[src/rtl/tcw_pkg.sv]
// Shared constants, payload types and controller/datapath interface types for the text console.
package tcw_pkg;

   localparam int unsigned MAX_LINES   = 64;
   localparam int unsigned COLUMNS     = 80;
   localparam int unsigned SCREEN_ROWS = 25;
   localparam int unsigned STORE_CELLS = MAX_LINES * COLUMNS;

   localparam int unsigned ADDR_W  = 13;
   localparam int unsigned COL_W   = $clog2(COLUMNS);
   localparam int unsigned STEP_W  = $clog2(COLUMNS + 1);
   localparam int unsigned LINES_W = 7;
   localparam int unsigned CHAR_W  = 8;
   localparam int unsigned ATTR_W  = 8;
   localparam int unsigned CELL_W  = CHAR_W + ATTR_W;
   localparam int unsigned CSR_W   = 8;

   localparam logic [CHAR_W-1:0] CH_LF    = 8'd10;
   localparam logic [CHAR_W-1:0] CH_CR    = 8'd13;
   localparam logic [CHAR_W-1:0] CH_BS    = 8'd8;
   localparam logic [CHAR_W-1:0] CH_SPACE = 8'h20;
   localparam logic [ATTR_W-1:0] PLAIN_ATTR = 8'd7;

   localparam logic [CELL_W-1:0] BLANK_CELL = {PLAIN_ATTR, 8'h00};
   localparam logic [CELL_W-1:0] SPACE_CELL = {PLAIN_ATTR, CH_SPACE};

   localparam logic [ATTR_W-1:0]  RESET_ATTR  = 8'd7;
   localparam logic [LINES_W-1:0] RESET_LINES = 7'd64;

   typedef enum logic [0:0] {
      OP_PUT  = 1'b0,
      OP_READ = 1'b1
   } opcode_type;

   typedef enum logic [0:0] {
      CSR_TEXT_ATTR    = 1'b0,
      CSR_REGION_LINES = 1'b1
   } csr_reg_type;

   typedef struct packed {
      logic [0:0]        opcode;
      logic [CHAR_W-1:0] char_code;
      logic [ADDR_W-1:0] cell_index;
   } req_type;

   typedef struct packed {
      logic [ADDR_W-1:0] cursor_pos;
      logic [ADDR_W-1:0] view_start;
      logic [CHAR_W-1:0] cell_char;
      logic [ATTR_W-1:0] cell_attr;
   } rsp_type;

   typedef enum logic [3:0] {
      DP_NOP,
      DP_CLEAR,
      DP_LOAD,
      DP_PRINT,
      DP_NL_FILL,
      DP_BS_READ,
      DP_BS_STEP,
      DP_BS_SPACE,
      DP_SCROLL_START,
      DP_SCROLL_COPY,
      DP_SCROLL_ZERO,
      DP_VIEW,
      DP_RESPOND
   } dp_op_type;

   typedef struct packed {
      logic clear_last;
      logic is_read;
      logic is_nl;
      logic is_bs;
      logic cur_zero;
      logic nl_last;
      logic bs_blank;
      logic bs_moved;
      logic bs_stop;
      logic scroll_need;
      logic copy_done;
      logic zero_last;
      logic rsp_free;
   } dp_status_type;

endpackage

[src/rtl/tcw_ctrl.sv]
// Controller: sequences the clearing pass, each put or read beat, scrolling and the result.
module tcw_ctrl (
   input  logic                         clock,
   input  logic                         reset,
   input  logic                         req_valid,
   output logic                         req_ready,
   input  tcw_pkg::dp_status_type       status,
   output tcw_pkg::dp_op_type           cmd
);

   typedef enum logic [12:0] {
      S_CLEAR       = 13'b0000000000001,
      S_IDLE        = 13'b0000000000010,
      S_DECODE      = 13'b0000000000100,
      S_PRINT       = 13'b0000000001000,
      S_NL_FILL     = 13'b0000000010000,
      S_BS_READ     = 13'b0000000100000,
      S_BS_CHECK    = 13'b0000001000000,
      S_BS_SPACE    = 13'b0000010000000,
      S_SCROLL_CHK  = 13'b0000100000000,
      S_SCROLL_COPY = 13'b0001000000000,
      S_SCROLL_ZERO = 13'b0010000000000,
      S_VIEW        = 13'b0100000000000,
      S_FINISH      = 13'b1000000000000
   } state_type;

   state_type state_ff, state_in;

   always_comb begin
      state_in  = state_ff;
      cmd       = tcw_pkg::DP_NOP;
      req_ready = 1'b0;

      unique case (state_ff)
         S_CLEAR: begin
            cmd = tcw_pkg::DP_CLEAR;
            if (status.clear_last) begin
               state_in = S_IDLE;
            end
         end
         S_IDLE: begin
            req_ready = 1'b1;
            if (req_valid) begin
               cmd      = tcw_pkg::DP_LOAD;
               state_in = S_DECODE;
            end
         end
         S_DECODE: begin
            priority if (status.is_read) begin
               state_in = S_FINISH;
            end else if (status.is_nl) begin
               state_in = S_NL_FILL;
            end else if (status.is_bs) begin
               state_in = status.cur_zero ? S_SCROLL_CHK : S_BS_READ;
            end else begin
               state_in = S_PRINT;
            end
         end
         S_PRINT: begin
            cmd      = tcw_pkg::DP_PRINT;
            state_in = S_SCROLL_CHK;
         end
         S_NL_FILL: begin
            cmd = tcw_pkg::DP_NL_FILL;
            if (status.nl_last) begin
               state_in = S_SCROLL_CHK;
            end
         end
         S_BS_READ: begin
            cmd      = tcw_pkg::DP_BS_READ;
            state_in = S_BS_CHECK;
         end
         S_BS_CHECK: begin
            if (status.bs_blank) begin
               cmd      = tcw_pkg::DP_BS_STEP;
               state_in = status.bs_stop ? S_SCROLL_CHK : S_BS_READ;
            end else begin
               state_in = status.bs_moved ? S_SCROLL_CHK : S_BS_SPACE;
            end
         end
         S_BS_SPACE: begin
            cmd      = tcw_pkg::DP_BS_SPACE;
            state_in = S_SCROLL_CHK;
         end
         S_SCROLL_CHK: begin
            if (status.scroll_need) begin
               cmd      = tcw_pkg::DP_SCROLL_START;
               state_in = S_SCROLL_COPY;
            end else begin
               state_in = S_VIEW;
            end
         end
         S_SCROLL_COPY: begin
            if (status.copy_done) begin
               state_in = S_SCROLL_ZERO;
            end else begin
               cmd = tcw_pkg::DP_SCROLL_COPY;
            end
         end
         S_SCROLL_ZERO: begin
            cmd = tcw_pkg::DP_SCROLL_ZERO;
            if (status.zero_last) begin
               state_in = S_VIEW;
            end
         end
         S_VIEW: begin
            cmd      = tcw_pkg::DP_VIEW;
            state_in = S_FINISH;
         end
         S_FINISH: begin
            // hold until the result register is free
            if (status.rsp_free) begin
               cmd      = tcw_pkg::DP_RESPOND;
               state_in = S_IDLE;
            end
         end
         default: begin
            state_in = S_IDLE;
         end
      endcase
   end

   always_ff @(posedge clock) begin
      if (reset) begin
         state_ff <= S_CLEAR;
      end else begin
         state_ff <= state_in;
      end
   end

endmodule

[config.mk]
export PLATFORM = sky130hd
export DESIGN_NAME = tcw_ctrl
export DESIGN_NICKNAME = d
export VERILOG_FILES = /design/src/rtl/tcw_pkg.sv /design/src/rtl/tcw_ctrl.sv
export SDC_FILE = /design/constraint.sdc
export NUM_CORES = 1
export LEC_CHECK = 0
export BUFFER_PORTS_ARGS = -buffer_cell sky130_fd_sc_hd__buf_2
export CORE_UTILIZATION = 40
export CTS_BUF_LIST = sky130_fd_sc_hd__clkbuf_4
export DETAILED_ROUTE_END_ITERATION = 10
export PLACE_DENSITY_LB_ADDON = 0.12
export SYNTH_ARGS = -nofsm -noshare
export SYNTH_HDL_FRONTEND = slang
export SYNTH_SLANG_ARGS = --single-unit
[constraint.sdc]
create_clock -name clock -period 2.1 [get_ports clock]
set_input_delay 0.105 -clock clock [delete_from_list [all_inputs] [get_ports clock]]
set_output_delay 0.105 -clock clock [all_outputs]
set_load 0.005 [all_outputs]
==> impl_results.rst <==
.. list-table::
   :header-rows: 1

   * - Metric
     - Value
   * - Worst Setup Slack, final
     - -0.04929 ns
   * - Yosys warning count
     - 0
   * - Status
     - finished with violations
   * - Max Fclk
     - about 470 MHz
   * - Period minus WS final
     - 2.149 ns
   * - Area added between synthesis and finish
     - 25.19%
   * - Part of the Yosys area used for sequential elements
     - 0.2298
   * - Worst hold margin
     - roughly 0.0014 ns
   * - Horiz. Die Dim
     - 55.21 um
   * - Count of nets left with antenna violations after detail routing
     - 0
   * - Area of placed instances
     - ~1300 um^2
   * - Vias in the first global route
     - between 1000 and 1500
   * - Final critical-path share of the clock period
     - 1.023
   * - Wire length after detailed routing
     - approximately 3.5 mm
   * - Antenna violations before repair
     - 0
   * - PortBufs
     - 20
   * - Max-cap violations
     - 0
   * - Transition time at the pin with the least slew margin
     - ~0.76 ns
   * - Launching element of the worst setup path
     - state_ff[1]
   * - Clock latency reported for the late side of the worst-skew pair
     - ~0.29 ns
   * - Total vias in the final route
     - between 1000 and 1500
   * - Placement Setup Slack
     - -0.1522 ns
   * - Mapped Nets
     - approximately 170
   * - Average footprint of a synthesized cell
     - approximately 7.6 um^2
   * - Die height
     - roughly 55 um
   * - HPWL after detailed placement
     - ~2.5 mm
   * - DR WL/cell
     - approximately 17 um
   * - Leak pwr
     - approximately 0.59 nW
   * - Startpoint type of the worst setup path
     - flip-flop
   * - Total I/O pin count
     - 21
   * - Timing endpoint of the critical path
     - cmd[1]
   * - Count of final hold-check violations
     - 0
   * - First-pass GRT wire length
     - ~5.5 mm
   * - Power per cell area
     - between 400 and 500 nW/um^2
   * - Largest net degree at the start of global routing
     - 13
   * - Worst reg-to-reg path cell count
     - 5
   * - Diodes inserted
     - 0
   * - # DRC
     - 0
   * - Critical-path maximum fanout
     - 6
   * - Starting density of the core
     - 0.4410
   * - Bufs on Longest Clock Path
     - 2
   * - Share of layout cells above drive strength 1
     - 0.3736
   * - Post-route clock skew
     - between 0.006 and 0.007 ns
   * - IR drop worst, VDD
     - between 300 and 400 uV
   * - Endpoint of the lowest-slack register-to-register path
     - state_ff[10]
   * - Syn Inst Count
     - 149
   * - Register name with the most flops
     - state_ff
   * - Arrival time at the worst endpoint
     - between 2 and 2.5 ns
   * - Seq cells post-synth
     - 13
   * - Tot GR Track Use
     - 0.2301
   * - Distinct cells, synth
     - 52
   * - Setup repair after global routing missed its margin
     - yes
   * - Clock transition at path regs
     - roughly 0.090 ns
   * - Hold bufs inserted after CTS
     - 0
   * - Total power after layout
     - approximately 0.6 mW
   * - Number of flip-flops under the largest register name
     - 13
   * - Crit Path Class
     - flip-flop to output port
   * - Most instantiated flip-flop cell in the synthesis netlist
     - sky130_fd_sc_hd__dfxtp_1
   * - Tightest slew margin relative to the limit
     - 0.4833
   * - Synth async-reset ratio
     - 0
   * - Number of slew-limit violations in the final report
     - 0
   * - Req. time, crit path
     - ~2.0 ns
   * - Placed cells
     - 194
   * - Total core area
     - around 2600 um^2
   * - Final setup violation count
     - 1
   * - Routability congestion estimate
     - between 0.9 and 1
   * - Clk root buf
     - sky130_fd_sc_hd__clkbuf_4
   * - Detailed router's first-iteration violation count
     - 49
   * - TritonCTS clock tree
     - yes
   * - Number of clock sinks seen by CTS
     - 13
   * - Finished Layout Cells
     - about 200
   * - Leading registers by flop count
     - state_ff (13)
   * - Number of nets in the layout
     - between 150 and 200
   * - Origin of the critical flop-to-flop path
     - state_ff[12]
   * - Die area
     - ~3000 um^2
   * - CTS Buf Count
     - 3
   * - Path type of the worst min-delay path
     - primary input to flip-flop
   * - Initial DRT Pass Iterations
     - 4
   * - Via count normalized by instance count
     - 6.363
   * - Post-Syn Area
     - 1132 um^2
   * - Site row count
     - 18
   * - Failing checks
     - negative setup slack
   * - Final standard cell area without fillers
     - ~1400 um^2
   * - Number of cells traversed by the worst hold path
     - 2
   * - Flop2flop setup slack
     - approximately 0.02 ns
   * - Critical Path Sink Type
     - output port
   * - Total number of H-tree levels
     - 1
   * - Residual overflow from global routing
     - 0
   * - Post-synth EDFFs
     - 0
## report_power, final
part / internal [mW] / total, mW / switching [mW]
clock network: 0.0868 / 0.183 / 0.0963
logic: 0.0715 / 0.141 / 0.0700
registers: 0.251 / 0.266 / 0.0147
total: 0.410 / 0.591 / 0.181
## worst min path at each step
stage	start	to	slack, ns
6_report	status[12]	state_ff[0]	0.001
4_1_cts	status[12]	state_ff[0]	0.007
3_5_place_dp	status[12]	state_ff[0]	0.31
5_1_grt	status[12]	state_ff[0]	0.008
3_3_place_gp	status[9]	state_ff[3]	0.31
2_1_floorplan	status[9]	state_ff[3]	0.18
## metal layers
layer / up-vias / global-route usage / part of all wire
li1: 625 / - / -
met1: 618 / 0.2968 / 0.43
met2: 47 / 0.3838 / 0.50
met3: 8 / 0.04918 / 0.052
met4: 0 / 0.06786 / 0.018
met5: - / 0 / 0
## final cells by class
class                      count  area (um^2)
multi-input combinational    120        849.6
tap                           30        37.54
inverter                       1        3.754
fill                         252         1150
sequential                    13        276.5
timing repair buffer          36        220.2
clock buffer                   4        30.03
## placed cells by master, fill, tap and decap left out, drive strengths merged, types with 2 or more instances in the layout
cell type / Yosys / layout
nor3b: 4 / 4
or4: 5 / 5
dfxtp: 13 / 13
nor2: 16 / 16
nor4: 7 / 7
o21ai: 8 / 8
a2111oi: 2 / 2
nor4b: 4 / 4
buf: 8 / 36
or4b: 4 / 4
or3: 3 / 3
a21oi: 3 / 3
nor3: 12 / 12
clkbuf: 7 / 4
nand3b: 3 / 3
nand2b: 3 / 3
or3b: 2 / 2
and3: 2 / 2
nand2: 9 / 9
xnor2: 4 / 4
nand3: 5 / 5
## Yosys cell counts, drive strengths merged (2+ instances only)
master,count,area (um^2)
nor2,16,60.06
dfxtp,13,260.3
nor3,12,60.06
nand2,9,33.78
buf,8,47.54
o21ai,8,40.04
clkbuf,7,26.28
nor4,7,58.81
nand3,5,25.02
or4,5,45.04
nor3b,4,30.03
nor4b,4,35.03
or4b,4,40.04
xnor2,4,35.03
a21oi,3,15.01
nand2b,3,18.77
nand3b,3,22.52
or3,3,18.77
a2111oi,2,17.52
and3,2,12.51
or3b,2,17.52
## cells by family after synthesis
kind of cell    after synthesis  synth area share
xor+xnor                      5           0.03867
flops                        13            0.2298
simple gates                 85            0.4630
mux                           1          0.008840
compound gates               29            0.1912
buf+inv                      16           0.06850
## worst max-delay path, cell delays in order, from the launching register on
cell and delay [ns]:
sky130_fd_sc_hd__dfxtp_4 0.38, sky130_fd_sc_hd__or4_4 0.54, sky130_fd_sc_hd__or4_4 0.45, sky130_fd_sc_hd__o21bai_4 0.14, sky130_fd_sc_hd__a31oi_1 0.06, sky130_fd_sc_hd__nand2_1 0.09
sky130_fd_sc_hd__buf_2 0.10
## repair_timing
action,CTS,global route
gates resized for setup,13,8
gates cloned,0,0
endpoints found under the setup margin,9,9
buffers inserted,4,2
pin swaps,2,3
## through the flow
step | util | TNS (ns)
2_1_floorplan | - | 0
4_1_cts | 0.5346 | -0.1255
3_5_place_dp | 0.4951 | -0.4476
6_report | 0.5521 | -0.04929
3_3_place_gp | 0.4951 | -0.5275
5_1_grt | 0.5521 | -0.4862
No activity file was read; power rests on OpenSTA's default activity.
